File: config.mk
export PLATFORM = sky130hd
export DESIGN_NAME = sps_front
export DESIGN_NICKNAME = d
export VERILOG_FILES = /design/src/hdl/sps_pkg.sv /design/src/hdl/sps_front.sv
export SDC_FILE = /design/constraint.sdc
export NUM_CORES = 1
export LEC_CHECK = 0
export BUFFER_PORTS_ARGS = -buffer_cell sky130_fd_sc_hd__buf_2
export CORE_ASPECT_RATIO = 1.5
export CORE_UTILIZATION = 45
export DETAILED_ROUTE_END_ITERATION = 10
export HOLD_SLACK_MARGIN = 0.03
export PLACE_DENSITY_LB_ADDON = 0.12
export SLEW_MARGIN = 20
export SYNTH_ARGS = -nofsm -noshare
export SYNTH_HDL_FRONTEND = slang
export SYNTH_SLANG_ARGS = --single-unit
File: constraint.sdc
create_clock -name clk -period 3.01 [get_ports clk]
set_clock_uncertainty 0.2 [all_clocks]
set_input_delay 0.1505 -clock clk [delete_from_list [all_inputs] [get_ports clk]]
set_output_delay 0.1505 -clock clk [all_outputs]
set_load 0.1 [all_outputs]
File: src/hdl/sps_pkg.sv
// Package for the segment/polyline intersection stream core.
// Types, constants and helpers shared by front, queue, back and top level.
// No dependencies.
`default_nettype none
package sps_pkg;

  localparam int MAX_VERTICES = 1024;
  localparam int VCNT_W       = $clog2(MAX_VERTICES + 1);
  localparam int FIFO_DEPTH   = 2;
  localparam int FIFO_AW      = $clog2(FIFO_DEPTH);
  localparam int FIFO_CW      = $clog2(FIFO_DEPTH + 1);
  localparam int CFG_IDX_W    = 3;
  localparam int CFG_DATA_W   = 63;
  localparam int COUNT_W      = 10;
  localparam logic [COUNT_W-1:0] COUNT_MAX = 10'd1023;
  localparam int SIDE_W       = 35;
  localparam int Q_W          = 17;
  localparam int DIV_CNT_W    = 5;

  typedef enum logic [CFG_IDX_W-1:0] {
    CFG_SEG_AX      = 3'd0,
    CFG_SEG_AY      = 3'd1,
    CFG_SEG_BX      = 3'd2,
    CFG_SEG_BY      = 3'd3,
    CFG_CROSS_EPS   = 3'd4,
    CFG_JOIN_EPS_SQ = 3'd5
  } cfg_idx_t;

  typedef struct packed {
    logic signed [15:0] ax;
    logic signed [15:0] ay;
    logic signed [15:0] bx;
    logic signed [15:0] by;
    logic [62:0]        cross_eps;
    logic [31:0]        join_eps_sq;
  } cfg_t;

  typedef struct packed {
    logic signed [15:0] px;
    logic signed [15:0] py;
    logic signed [15:0] qx;
    logic signed [15:0] qy;
    logic               has_edge;
    logic               first;
    logic               last;
  } edge_t;

  typedef struct packed {
    logic signed [15:0] x;
    logic signed [15:0] y;
    logic               is_point;
    logic [COUNT_W-1:0] count;
    logic               last;
  } res_t;

  typedef enum logic [3:0] {
    ST_IDLE, ST_SIDE, ST_PROD, ST_PREP, ST_MULD, ST_DIVI,
    ST_DIV, ST_DIVF, ST_FILT, ST_DEC, ST_OUT
  } state_t;

  function automatic res_t mk_res(logic signed [15:0] x, logic signed [15:0] y,
                                  logic isp, logic [COUNT_W-1:0] cnt, logic lst);
    res_t r;
    r.x        = x;
    r.y        = y;
    r.is_point = isp;
    r.count    = cnt;
    r.last     = lst;
    return r;
  endfunction

endpackage
`default_nettype wire

File: src/hdl/sps_front.sv
// Front end: accepts vertices, tracks the previous vertex and vertex count,
// and forms edge items for the queue. Depends on sps_pkg.
`default_nettype none
module sps_front (
  input  wire logic               clk,
  input  wire logic               rst_n,
  input  wire logic               in_valid,
  output logic                    in_stall,
  input  wire logic signed [15:0] in_vertex_x,
  input  wire logic signed [15:0] in_vertex_y,
  input  wire logic               in_first_vertex,
  input  wire logic               in_last_vertex,
  input  wire logic               fifo_full,
  output logic                    push,
  output sps_pkg::edge_t          push_data
);
  import sps_pkg::*;

  logic signed [15:0] prev_x_r, prev_y_r, prev_x_nxt, prev_y_nxt;
  logic               have_prev_r, have_prev_nxt;
  logic [VCNT_W-1:0]  vcount_r, vcount_nxt;
  logic               hp;
  logic [VCNT_W-1:0]  vc;
  logic               in_range;

  assign in_stall = fifo_full;
  assign push     = in_valid && !fifo_full;

  always_comb begin
    hp       = in_first_vertex ? 1'b0 : have_prev_r;
    vc       = in_first_vertex ? '0 : vcount_r;
    in_range = (vc < VCNT_W'(MAX_VERTICES));

    push_data.px       = prev_x_r;
    push_data.py       = prev_y_r;
    push_data.qx       = in_vertex_x;
    push_data.qy       = in_vertex_y;
    push_data.has_edge = hp && in_range;
    push_data.first    = in_first_vertex;
    push_data.last     = in_last_vertex;

    prev_x_nxt    = prev_x_r;
    prev_y_nxt    = prev_y_r;
    have_prev_nxt = have_prev_r;
    vcount_nxt    = vcount_r;
    if (push) begin
      have_prev_nxt = hp;
      vcount_nxt    = vc;
      if (in_range) begin
        prev_x_nxt    = in_vertex_x;
        prev_y_nxt    = in_vertex_y;
        have_prev_nxt = 1'b1;
        vcount_nxt    = vc + 1'b1;
      end
      if (in_last_vertex) begin
        have_prev_nxt = 1'b0;
        vcount_nxt    = '0;
      end
    end
  end

  always_ff @(posedge clk) begin
    if (!rst_n) begin
      prev_x_r    <= '0;
      prev_y_r    <= '0;
      have_prev_r <= 1'b0;
      vcount_r    <= '0;
    end else begin
      prev_x_r    <= prev_x_nxt;
      prev_y_r    <= prev_y_nxt;
      have_prev_r <= have_prev_nxt;
      vcount_r    <= vcount_nxt;
    end
  end

endmodule
`default_nettype wire

# Word-level counts from Yosys, hierarchy flattened
# Cells that the tools add are included.
# word_totals
output_inout_bits	69
inputBits	38
reg_bits	44
# op_classes
reduce_logical	4
n_mux	6
add_sub_neg	1
n_lt_le_gt_ge	1
# ops
cell	count
11-bit two-way mux	3
11-bit by 1-bit adder with 11-bit output, second input constant	1
11-bit < comparator, second input constant	1
1-bit two-way mux	3
1-bit logical AND	2
2-bit AND reduction	1
1-bit logical NOT	1

# Depth between registers and ports, before layout
# logic_depth
depth_word	4
mapped_depth	7
depth_no_buf	6

# Worst setup path before layout
# OpenSTA, ideal clock, no wires.
# synth_path
kind	input to register
startpoint	in fifo_full
endpoint	reg prev_x_r[0]
path_slack_ns	0.510
required_time_ns	2.678
cell_stages	7
setup_time_ns	0.132
arrival_ns	2.168
cell_sequence	nand2b_1 inv_1 clkbuf_1 o21ai_1 clkbuf_1 nand2_1 a21oi_1
# synth_between
elab_chain_len	3
# synth_rtl
item	line	rtl
start: declaration	sps_front.sv:13	input wire logic fifo_full,
1-bit logical NOT	sps_front.sv:27	assign push = in_valid && !fifo_full;
1-bit logical AND	sps_front.sv:27	
net push	sps_front.sv:14	output logic push,
2-bit AND reduction (no line)	--	
end signal: assignment	sps_front.sv:69	prev_x_r <= prev_x_nxt;
end: declaration	sps_front.sv:19	logic signed [15:0] prev_x_r, prev_y_r, prev_x_nxt, prev_y_nxt;
# The timed path passes the listed nets, and every way through them passes these cells.
# A chain may end at the register's enable or synchronous reset.

# Worst setup path after layout
# layout_path
startpoint	reg vcount_r[0]
endpoint	reg vcount_r[8]
# layout_between
elab_chain_len	4
word_cells_on_any_way	5
cone_classes	add/sub: 1; order compare: 1; mux: 3
# layout_rtl
item	line	rtl
start: declaration	sps_front.sv:21	logic [VCNT_W-1:0] vcount_r, vcount_nxt;
start signal: assignment	sps_front.sv:72	vcount_r <= vcount_nxt;
11-bit two-way mux *	sps_front.sv:31	vc = in_first_vertex ? '0 : vcount_r;
11-bit by 1-bit adder with 11-bit output / 11-bit < comparator (equally long branches)	sps_front.sv:53, sps_front.sv:32	
11-bit two-way mux *	sps_front.sv:49	if (in_range) begin
11-bit two-way mux *	sps_front.sv:55	if (in_last_vertex) begin
# Mark *: on every way between the ends. The rest lies on a longest branch, timed or not.

==> flow_summary.yaml <==
outcome:
  run_status: "finished with violations"
  violations: "DRC"
clock_network:
  clk_latency_ns: 0.29
  cts-root-buf: "clkbuf_8"
  postCtsSetupBuffers: 0
  cts-htree-levels: 2
  cts_tree: "done"
  cts_buffers: 5
  clockBufferDepth: 2
  clkTransAtPathRegs_ns: 0.08
  clock_sinks: 44
cells_and_area:
  area.growth.synth_to_final_pct: 35.3
  fin_nets: 401
  mostFrequentLayoutCell: "buf_2"
  drive_gt1_share_pct: 34.0
  num_antenna_cells: 0
  final_cell_mix: "buf_2, nand2_1, dfxtp_1"
worst_setup_path:
  r2r_slack_ns: 0.72
  crit_required_ns: 3.03
  r2r_end: "vcount_r[8]"
  cp-startpoint: "vcount_r[0]"
  arrival_ns: 2.31
  end_kind: "register"
  timing.critical_path.to: "vcount_r[8]"
  cp_num_cells: 6
  startpoint_type: "register"
  cp_max_fo: 5
  max_stage_delay_ns: 0.42
  worstPathBufferInverterCount: 0
  reg2reg_from: "vcount_r[0]"
  path_delay_family: "simple AND/OR/NAND/NOR gates"
  reg2reg_depth: 6
  cp_slowest_cell: "or4_4"
  critPathKind: "reg -> reg"
  crit_chain: "nor2b_1, ha_1, or2b_1, or4_4, or4_1, a31oi_1"
power_and_ir_drop:
  powerDensity_nw_per_um2: 535
  ir_worst_vdd_uv: 374
  p_leak_nw: 1.25
logic_synthesis:
  synth_ff_type: "dfxtp_1"
  ys_ff_latch: 44
  yosysTopAreaCell: "dfxtp_1"
  synth-adder-area-share_pct: 0.615
  synth_area_leaders: "dfxtp_1, nand2_1, buf_4"
  synthXorXnorAreaFrac_pct: 0
  synth_edf_count: 0
  synth_compound_gate_area_share_pct: 15.9
  avgSynthCellArea_sq_um: 7.79
  yosysTopAreaCellShare_pct: 43.3
  synth_area_sq_um: 2030
  netlist_instances: 261
  async_flop_share_pct: 0
  synth_cell_types: 35
  synth_fp_nets: 300
  synthSimpleGateAreaFrac_pct: 23.8
  ys_warn_count: 0
  synth_top_family_by_area: "simple AND/OR/NAND/NOR gates"
  yosysSeqAreaShare_pct: 43.3
  synthMuxAreaShare_pct: 0
grt:
  grtUsageMet3_pct: 4.62
  grt_use_met1_pct: 20.8
  grt_overflow_total: 0
  use_met2_pct: 40.7
  grt-busiest-layer: "met2"
  track_usage_pct: 21.2
  grt_max_degree: 36
  grt_pass1_wl_mm: 8.03
  grt_pass1_vias: 1873
  antenna_found_initial: 0
route:
  first_pass_iters: 7
  drt_iter0_markers: 87
  drc: 22
  vias_per_cell: 5.00
  routed_wl_mm: 5.17
  num_vias: 2040
  wl_per_cell_microns: 12.7
  postRouteAntennaNets: 0
worst_hold_path:
  hold_class: "in -> reg"
sta:
  max_slew.worst_pin.slew_ns: 0.685
  finalWorstSetupSlack_ns: 0.718
  min_period_over_period_pct: 76.1
  fmax_ghz: 0.436
  relSlewSlack_pct: 54.3
  hold_viol_final: 0
  rsz0062_at_grt: "false"
  drv_slew: 0
  whs_ns: 0.0687
  fin_setup_tns_ns: 0
  period_needed_ns: 2.29
  setup_viol: 0
floorplanning:
  die_area_sq_um: 4800
  initial_core_util_pct: 47.5
  ios: 107
  rows: 29
  die_h_microns: 84.3
  core_sq_um: 4280
  die_x_microns: 56.9
place:
  pre_cts_ws_ns: 0.728
  hpwl_mm: 3.23
  place_congestion: 0.879
  placement.io_buffers: 106
job:
  max_cap_violations: 0
-- worst reg2reg max path, cell delays in order (launching register included) --
cell and delay (ns):
dfxtp_1 0.39, nor2b_1 0.17, ha_1 0.20, or2b_1 0.28
or4_4 0.42, or4_1 0.40, a31oi_1 0.16
-- synthesized netlist by cell type (3+ instances only) --
cell type / count
a31oi_1: 5
clkbuf_1: 13
dfxtp_1: 44
or4_1: 3
inv_1: 4
a21oi_1: 39
o21ai_0: 3
nand2_1: 75
nor2_1: 4
nand3_1: 4
nand4_1: 4
buf_4: 35
-- final cells by class --
type | instances | area, sq um
tap | 46 | 57.6
sequential | 44 | 881
multi-input combinational | 164 | 828
clock inverter | 1 | 5.00
fill | 394 | 1530
timing repair buffer | 143 | 891
inverter | 4 | 15.0
clock buffer | 6 | 72.6
-- cell families (layout without fill, tap and decap cells) --
logic type                 after synthesis  count (layout)
AOI/OAI and AO/OA                       57              57
adders and majority gates                1               1
buffers and inverters                   53             154
DFF                                     44              44
and+or+nand+nor                        106             106
-- timing repair --
action | 4_1_cts | 5_1_grt
endpoints found under the setup margin | 0 | 0
hold endpoints to repair | 36 | 0
resized for setup | 0 | 0
hold buffers | 33 | 0
-- layer usage --
metal	share of wire [%]	vias up
li1	-	1042
met1	40	916
met2	52	70
met3	5.2	12
met4	2.4	0
met5	0	-
-- power by group --
| group | switching (mW) | total [mW] | internal (mW) |
|---|---|---|---|
| Combinational | 0.418 | 0.514 | 0.0963 |
| Sequential | 0.00991 | 0.613 | 0.603 |
| Clock | 0.187 | 0.345 | 0.158 |
-- how the worst min path moves through the flow --
stage              endpoint             from  cells after the start
2_1_floorplan   have_prev_r            rst_n                      1
3_3_place_gp    prev_y_r[2]   in_vertex_y[2]                      3
3_5_place_dp   prev_x_r[14]  in_vertex_x[14]                      3
4_1_cts         vcount_r[2]   in_last_vertex                      3
5_1_grt         vcount_r[2]   in_last_vertex                      3
6_report        vcount_r[2]   in_last_vertex                      3
-- per-stage QoR --
stage / std cells / utilization (%) / cell area, sq um / total power, mW
after global placement: 368 / 54.7 / 2340 / 1.11
after global routing: 408 / 64.2 / 2750 / 1.52
after CTS: 408 / 64.2 / 2750 / 1.48
final: 408 / 64.2 / 2750 / 1.47
after detailed placement: 368 / 54.7 / 2340 / 1.11
after floorplan: 261 / - / 2030 / 1.05
-- sequential cells by signal (all words and copies together), names as in the netlist --
register / flops
have_prev_r: 1
prev_x_r: 16
prev_y_r: 16
vcount_r: 11
Note: power is estimated with default switching activity, not from simulation.
