File: src/hdl/sps_pkg.sv
// Package for the segment/polyline intersection stream core.
// Types, constants and helpers shared by front, queue, back and top level.
// No dependencies.
`default_nettype none
package sps_pkg;

  localparam int MAX_VERTICES = 1024;
  localparam int VCNT_W       = $clog2(MAX_VERTICES + 1);
  localparam int FIFO_DEPTH   = 2;
  localparam int FIFO_AW      = $clog2(FIFO_DEPTH);
  localparam int FIFO_CW      = $clog2(FIFO_DEPTH + 1);
  localparam int CFG_IDX_W    = 3;
  localparam int CFG_DATA_W   = 63;
  localparam int COUNT_W      = 10;
  localparam logic [COUNT_W-1:0] COUNT_MAX = 10'd1023;
  localparam int SIDE_W       = 35;
  localparam int Q_W          = 17;
  localparam int DIV_CNT_W    = 5;

  typedef enum logic [CFG_IDX_W-1:0] {
    CFG_SEG_AX      = 3'd0,
    CFG_SEG_AY      = 3'd1,
    CFG_SEG_BX      = 3'd2,
    CFG_SEG_BY      = 3'd3,
    CFG_CROSS_EPS   = 3'd4,
    CFG_JOIN_EPS_SQ = 3'd5
  } cfg_idx_t;

  typedef struct packed {
    logic signed [15:0] ax;
    logic signed [15:0] ay;
    logic signed [15:0] bx;
    logic signed [15:0] by;
    logic [62:0]        cross_eps;
    logic [31:0]        join_eps_sq;
  } cfg_t;

  typedef struct packed {
    logic signed [15:0] px;
    logic signed [15:0] py;
    logic signed [15:0] qx;
    logic signed [15:0] qy;
    logic               has_edge;
    logic               first;
    logic               last;
  } edge_t;

  typedef struct packed {
    logic signed [15:0] x;
    logic signed [15:0] y;
    logic               is_point;
    logic [COUNT_W-1:0] count;
    logic               last;
  } res_t;

  typedef enum logic [3:0] {
    ST_IDLE, ST_SIDE, ST_PROD, ST_PREP, ST_MULD, ST_DIVI,
    ST_DIV, ST_DIVF, ST_FILT, ST_DEC, ST_OUT
  } state_t;

  function automatic res_t mk_res(logic signed [15:0] x, logic signed [15:0] y,
                                  logic isp, logic [COUNT_W-1:0] cnt, logic lst);
    res_t r;
    r.x        = x;
    r.y        = y;
    r.is_point = isp;
    r.count    = cnt;
    r.last     = lst;
    return r;
  endfunction

endpackage
`default_nettype wire

File: src/hdl/sps_fifo.sv
// Two-entry queue of edge items between front and back.
// Depends on sps_pkg.
`default_nettype none
module sps_fifo (
  input  wire logic          clk,
  input  wire logic          rst_n,
  input  wire logic          push,
  input  wire sps_pkg::edge_t push_data,
  output logic               full,
  input  wire logic          pop,
  output logic               not_empty,
  output sps_pkg::edge_t     pop_data
);
  import sps_pkg::*;

  edge_t              mem_r [FIFO_DEPTH];
  logic [FIFO_AW-1:0] wr_ptr_r, rd_ptr_r;
  logic [FIFO_CW-1:0] count_r;

  assign full      = (count_r == FIFO_CW'(FIFO_DEPTH));
  assign not_empty = (count_r != '0);
  assign pop_data  = mem_r[rd_ptr_r];

  always_ff @(posedge clk) begin
    if (push) begin
      mem_r[wr_ptr_r] <= push_data;
    end
  end

  always_ff @(posedge clk) begin
    if (!rst_n) begin
      wr_ptr_r <= '0;
      rd_ptr_r <= '0;
      count_r  <= '0;
    end else begin
      if (push) begin
        wr_ptr_r <= wr_ptr_r + 1'b1;
      end
      if (pop) begin
        rd_ptr_r <= rd_ptr_r + 1'b1;
      end
      count_r <= count_r + FIFO_CW'(push) - FIFO_CW'(pop);
    end
  end

endmodule
`default_nettype wire

File: config.mk
export PLATFORM = sky130hd
export DESIGN_NAME = sps_fifo
export DESIGN_NICKNAME = d
export VERILOG_FILES = /design/src/hdl/sps_pkg.sv /design/src/hdl/sps_fifo.sv
export SDC_FILE = /design/constraint.sdc
export NUM_CORES = 1
export LEC_CHECK = 0
export BUFFER_PORTS_ARGS = -buffer_cell sky130_fd_sc_hd__buf_2
export CAP_MARGIN = 30
export CORE_UTILIZATION = 35
export DETAILED_ROUTE_END_ITERATION = 10
export PLACE_DENSITY_LB_ADDON = 0.12
export SLEW_MARGIN = 20
export SYNTH_ARGS = -nofsm -noshare
export SYNTH_HDL_FRONTEND = slang
export SYNTH_SLANG_ARGS = --single-unit
File: constraint.sdc
create_clock -name clk -period 4.55 [get_ports clk]
set_input_delay 0.455 -clock clk [delete_from_list [all_inputs] [get_ports clk]]
set_output_delay 0.455 -clock clk [all_outputs]
set_load 0.005 [all_outputs]
Yosys cells after proc, flatten, opt, wreduce, memory -nomap -nowiden

Memories as Yosys holds them, arrays and structs flattened. A register that Yosys moved wholly into a read port is not among the register bits.
Cells that the tools add are included.

Eq/ne operators: 1
Mux-type cells: 4
Add/subtract/negate cells: 4
Reductions and logical operators: 1

Operators with widths:

| kind                | count |
|---|---|
| $mux 1              | 4 |
| $add 1x1->1 const B | 2 |
| $add 2x1->2         | 1 |
| $eq 2x2->1 const B  | 1 |
| $reduce_bool 2->1   | 1 |
| $sub 2x1->2         | 1 |

Output and inout bits: 69
Logic and storage cells: 14
Bits of input ports: 71
RAM bits: 134
Memories: 1
Flip-flop bits (word level): 4

Memory list:

| memory | depth | width | read ports | clocked after memory_dff | write ports | line           | text |
|---|---|---|---|---|---|---|---|
| mem_r  | 2     | 67    | 1          | 1                        | 1           | sps_fifo.sv:16 | `edge_t mem_r [FIFO_DEPTH];` |

Longest topological paths before layout

Gate-level depths: netlist (run 1).

Word-level depth: 3
Depth in mapped cells: 6
Mapped depth without buffers: 6

Least setup slack after synthesis (run 1)

Ideal clock, no wire load.

Path kind: input -> register
Start: input push
End: memory mem_r[0][0] (netlist name), enable pin
Arrival time: 3.429 ns
Setup slack: 0.620 ns
Library setup time: 0.501 ns
Buffers on the path: 0
Required time: 4.049 ns
Stages: 1
Cell sequence: nor2b_1

Longest elaborated chain between the ends: 2

RTL lines:

| what                         | line           | text |
|---|---|---|
| from (decl)                  | sps_fifo.sv:7  | `input wire logic push,` |
| $mux 1                       | sps_fifo.sv:25 | `if (push) begin` |
| $mux 1 (not written as such) | sps_fifo.sv:26 | `mem_r[wr_ptr_r] <= push_data;` |
| to (decl)                    | sps_fifo.sv:16 |  |

Every way passes these cells.

==> results of run 1 <==
-- worst register-to-register path, cell delays in order, from the launching register on --
cell	delay, ns
dfxtp_1	0.33
nor2b_4	0.10
buf_4	0.40
buf_12	0.29
-- kinds of logic (layout without fill, tap and decap cells) --
family                     count (synthesis)  in the layout  synth area share, %
buffers and inverters                      9            177                 1.23
and+or+nand+nor                            9              9                 1.09
AOI/OAI and AO/OA                          1              1                0.145
muxes                                     67             67                 16.8
DFF                                      139            139                 79.7
xor gates and xnor gates                   2              2                0.604
adders and majority gates                  2              2                0.483
-- sequential cells by signal (all words and copies together), names as in the netlist, named ones only --
signal,cells
wr_ptr_r,1
rd_ptr_r,1
count_r,2
mem_r,134
-- per-stage QoR --
stage	total power (W)	hold WS, ns	instance area [sq um]
detailed placement	0.00182	0.565	6090
global route	0.00331	0.209	6720
CTS	0.00323	0.200	6700
finish	0.00319	0.229	6720
global placement	0.00181	0.558	6070
floorplan	0.00169	0.554	5170
-- final timing paths --
| kind | slack, ns | depth (start not counted) | start | end |
|---|---|---|---|---|
| max reg2reg | 3.07 | 3 | wr_ptr_r | mem_r[0][26] |
| max | 1.85 | 3 | flip-flop | pop_data[62] |
| min | 0.23 | 1 | push_data[11] | mem_r[1][11] |
| min reg2reg | 0.58 | 2 | rd_ptr_r | flip-flop |
-- synth_stat cells --
cell type	count
edfxtp_1	134
mux2_2	37
mux2_4	30
dfxtp_1	5
and2_1	4
nor2b_1	4
buf_2	3
buf_6	3
ha_1	2
inv_1	2
buf_4	1
o21a_1	1
or2_2	1
xnor3_1	1
xor2_1	1
-- layout make-up --
cell class,count,area share (%)
clock buffers,18,6.39
inverters,2,0.112
repair buffers,143,11.2
flip-flops and latches,139,61.4
clock inverters,14,2.64
well taps,184,3.43
multi-input cells,81,14.8
-- metal layers --
metal,track usage [%],share of wire [%],wire length (microns),vias up
li1,-,-,-,1213
met5,0,0,0,-
met1,13.6,42,3730,1232
met4,7.45,2.2,191,0
met3,4.99,7.3,642,15
met2,18.6,48,4280,90
-- where the power goes --
group	switching, W	internal (W)
combinational	0.000111	0.000162
sequential	0.0000336	0.00148
clock	0.000491	0.000907
==> metrics, run 1 <==
Crit Path Class=flip-flop to primary output; sequential area share after synthesis=79.7%; DRT iter0 DRCs=85; most common cell after layout, fill and taps aside=buf_2; die footprint=15300 sq um; Inst Count DP=548; crit-path leading delay family=flip-flops; most frequent cells in the layout=buf_2 (139), edfxtp_1 (134), mux2_2 (37); largest net degree at the start of global routing=69; Post-route DRC=0; Initial Utilization=35.7%; clock tree sinks=139; routed length per instance=15.2 microns; synth warn=0; Pre-Repair DR Iteration Count=4; CP Data Arrival Time=2.24 ns; final clock skew=0.00455 ns; global-route wire length before repair=12800 microns; status=complete, no violations; total global-route track usage=12.0%; max-cap violation count=0; Reg clk slew, reported paths=0.06 ns; Max IR drop VDD=0.000219 V; Area contributors post-synth=edfxtp_1 (78%), mux2_4 (8.7%), mux2_2 (8.1%); RSZ-0062 raised after global routing=no; Final Util=46.4%; Least-Margin Pin Slew=0.649 ns; Die X=124 microns; diode count=0; Worst Slack Setup Final=1.85 ns; vias in the first global route=2546; clock buffer depth=2; H-tree levels=4; Buf+Inv Stages, Crit Path=2; cells after synthesis=229; Nets=457; Synth top area share=77.8%; TritonCTS Buffers=17; hold_buf cts=0; Post-Syn Nets=302; Slew Limit Headroom=56.7%; Setup Buffers After CTS=0; port buffer count=139; Syn-to-layout area delta=29.9%; Routed Antenna Nets=0; element type at the critical path end=primary output; multi-input logic area=997 sq um; Pwr Density=474 nW/um^2; Post-Place Setup Slack=2.21 ns; post-synth cell types=15; post-synth top area cell=edfxtp_1; hold crit path type=primary input to flip-flop; final setup TNS=0 ns; drt total wl=8850 microns; Placer Congestion=0.693; Cell Area, Synth=5170 sq um; row count=44; Filler cells=1282; crit path max-delay cell type=dfxtp_4; core footprint=14500 sq um; Overflow after GRT=0; fmax=371 MHz; non-filler cells, final=581; via count=2550; initial antenna violation count=0; max incr delay on CP=0.77 ns; Sequential Area=4130 sq um; CP required=4.09 ns; post_cts resized=0; TritonCTS clock tree=built; fin crit period=2.70 ns; Tcrit/Tclk final=59.3%; Worst Path Max Fanout=41; IO Pins=140; Synth Area per Inst=22.6 sq um; Yosys reg bits=139; Detailed Place HPWL=5490 microns; Leak=2.60 nW; Final Max Slew Viols=0; share of cells above drive strength 1=61.2%; root buffer cell=clkbuf_16; clock latency on the worst-skew pair=0.41 ns; Critical Path Start Type=flip-flop; final setup fails=0; number of vias per cell=4.39; Die H=124 microns; final hold vios=0; crit-path cells=buf_4 > mux2_2 > buf_2
No activity file was read; power rests on OpenSTA's default activity.
==> inputs of run 2 (changes only) <==
==> constraint.sdc (replaced) <==
create_clock -name clk -period 2.5 [get_ports clk]
set_input_delay 0.25 -clock clk [delete_from_list [all_inputs] [get_ports clk]]
set_output_delay 0.25 -clock clk [all_outputs]
set_load 0.005 [all_outputs]
==> run 2 against run 1 <==
Clock-buffer cell count rose by 5; global-route usage rose by 0.54 points; non-clock buffer count rose by 3; utilization fell by 0.27 points; via count rose by 0.51%; critical path type unchanged; largest cell class unchanged.
==> metrics, run 2 (synthesis results as in run 1) <==
via count=2563; final setup TNS=0 ns; IO Pins=140; vias in the first global route=2650; status=complete, no violations; Die X=124 microns; Initial Utilization=35.7%; port buffer count=139; Leak=2.60 nW; CP Data Arrival Time=1.86 ns; core footprint=14500 sq um; Tcrit/Tclk final=84.5%; Placer Congestion=0.670; DRT met1 WL=3860 microns; Routed Antenna Nets=0; Syn-to-layout area delta=29.1%; Post-Place Setup Slack=0.776 ns; Hold Crit Start=push_data[20]; share of cells above drive strength 1=60.5%; Largest Register=mem_r; Detailed Place HPWL=5890 microns; clock latency on the worst-skew pair=0.41 ns; Buf+Inv Stages, Crit Path=2; final hold vios=0; Filler cells=1326; top flop regs=mem_r: 134 flops, count_r: 2 flops; Crit Path Class=flip-flop to primary output; max incr delay on CP=0.66 ns; Pre-Repair DR Iteration Count=4; Setup Buffers After CTS=0; total global-route track usage=12.5%; die footprint=15300 sq um; element type at the critical path end=primary output; RR Startpoint=wr_ptr_r; FF-to-FF End=mem_r[1][25]; fin crit period=2.11 ns; crit path max-delay cell type=dfxtp_4; TritonCTS clock tree=built; R2R setup slack=1.10 ns; clock buffer depth=2; Final Max Slew Viols=0; Largest register FFs=134; crit-path leading delay family=flip-flops; global-route wire length before repair=13400 microns; most common cell after layout, fill and taps aside=buf_2; Worst Path Max Fanout=26; fmax=473 MHz; diode count=0; TritonCTS Buffers=17; Overflow after GRT=0; max-cap violation count=0; Worst Hold Path Cells=1; Post-route DRC=0; FF-to-FF path depth=2; Reg clk slew, reported paths=0.06 ns; largest net degree at the start of global routing=37; CP required=2.25 ns; Die H=124 microns; clock tree sinks=139; Worst Slack Setup Final=0.387 ns; drt total wl=9070 microns; H-tree levels=4; RSZ-0062 raised after global routing=no; most frequent cells in the layout=buf_2 (139), edfxtp_1 (134), mux2_2 (37); root buffer cell=clkbuf_16; Nets=460; final setup fails=0; WHS Endpoint=mem_r[1][20]; Least-Margin Pin Slew=0.521 ns; number of vias per cell=4.39; post_cts resized=0; Slew Limit Headroom=65.2%; crit-path cells=buf_4 > mux2_2 > buf_2; Met2 Wirelength=4320 microns; DRT iter0 DRCs=151; initial antenna violation count=1; final clock skew=0.00518 ns; uppermost layer routed=met5; met3 WL post-DR=683 microns; Max IR drop VDD=0.000475 V; routed length per instance=15.5 microns; row count=44; Critical Path Start Type=flip-flop; Pwr Density=836 nW/um^2; hold_buf cts=0; hold crit path type=primary input to flip-flop
run 2: cell types whose count changed in the layout (fill, tap and decap cells not counted):
cell	delta
clkbuf_1	+5
clkinvlp_4	-4
buf_4	+3
bufinv_16	-2
clkinv_1	-1
clkinv_2	+1
clkinv_4	+1
run 2: how the worst max path moves through the flow:
stage,endpoint,slack [ns],depth (start not counted)
final,pop_data[10],0.39,3
after global placement,pop_data[15],0.79,3
after floorplan,mem_r[1][0],0.11,1
after detailed placement,pop_data[11],0.78,3
after CTS,pop_data[11],0.32,3
after global routing,pop_data[10],0.26,3
run 2: per-stage QoR:
| step | util (%) | area (sq um) | hold WS [ns] | instances | power, W |
|---|---|---|---|---|---|
| 2_1_floorplan | - | 5180 | 0.349 | 229 | 0.00308 |
| 3_3_place_gp | 42.4 | 6140 | 0.438 | 552 | 0.00332 |
| 3_5_place_dp | 42.4 | 6140 | 0.442 | 552 | 0.00333 |
| 4_1_cts | 46.1 | 6680 | 0.000523 | 584 | 0.00568 |
| 5_1_grt | 46.1 | 6680 | 0.00108 | 584 | 0.00582 |
| 6_report | 46.1 | 6680 | 0.0241 | 584 | 0.00559 |
run 2: cell type report:
cell class                      count  area, sq um  area share [%]
Multi-Input combinational cell     81          997            14.9
Sequential cell                   139         4130            61.8
Timing Repair Buffer              146          773            11.6
Inverter                            2         7.51           0.112
Clock buffer                       23          448            6.70
Tap cell                          184          230            3.45
Clock inverter                      9         97.6            1.46
run 2: worst reg2reg max path: cells and delay by family (launching register included):
family / cells / cell delay, ns
buffers and inverters: 1 / 0.29
flip-flops: 1 / 0.38
AND/OR/NAND/NOR: 1 / 0.42
run 2: routing by layer:
layer | up-vias | GRT usage (%)
li1 | 1223 | -
met1 | 1229 | 14.6
met2 | 94 | 19.4
met3 | 15 | 5.17
met4 | 2 | 7.00
met5 | - | 0
run 2: power by group:
part           leakage [nW]  internal (W)  switching [W]  total [W]
combinational          1.03      0.000301       0.000213   0.000514
clock                 0.270       0.00146       0.000869    0.00232
sequential             1.30       0.00269      0.0000533    0.00275
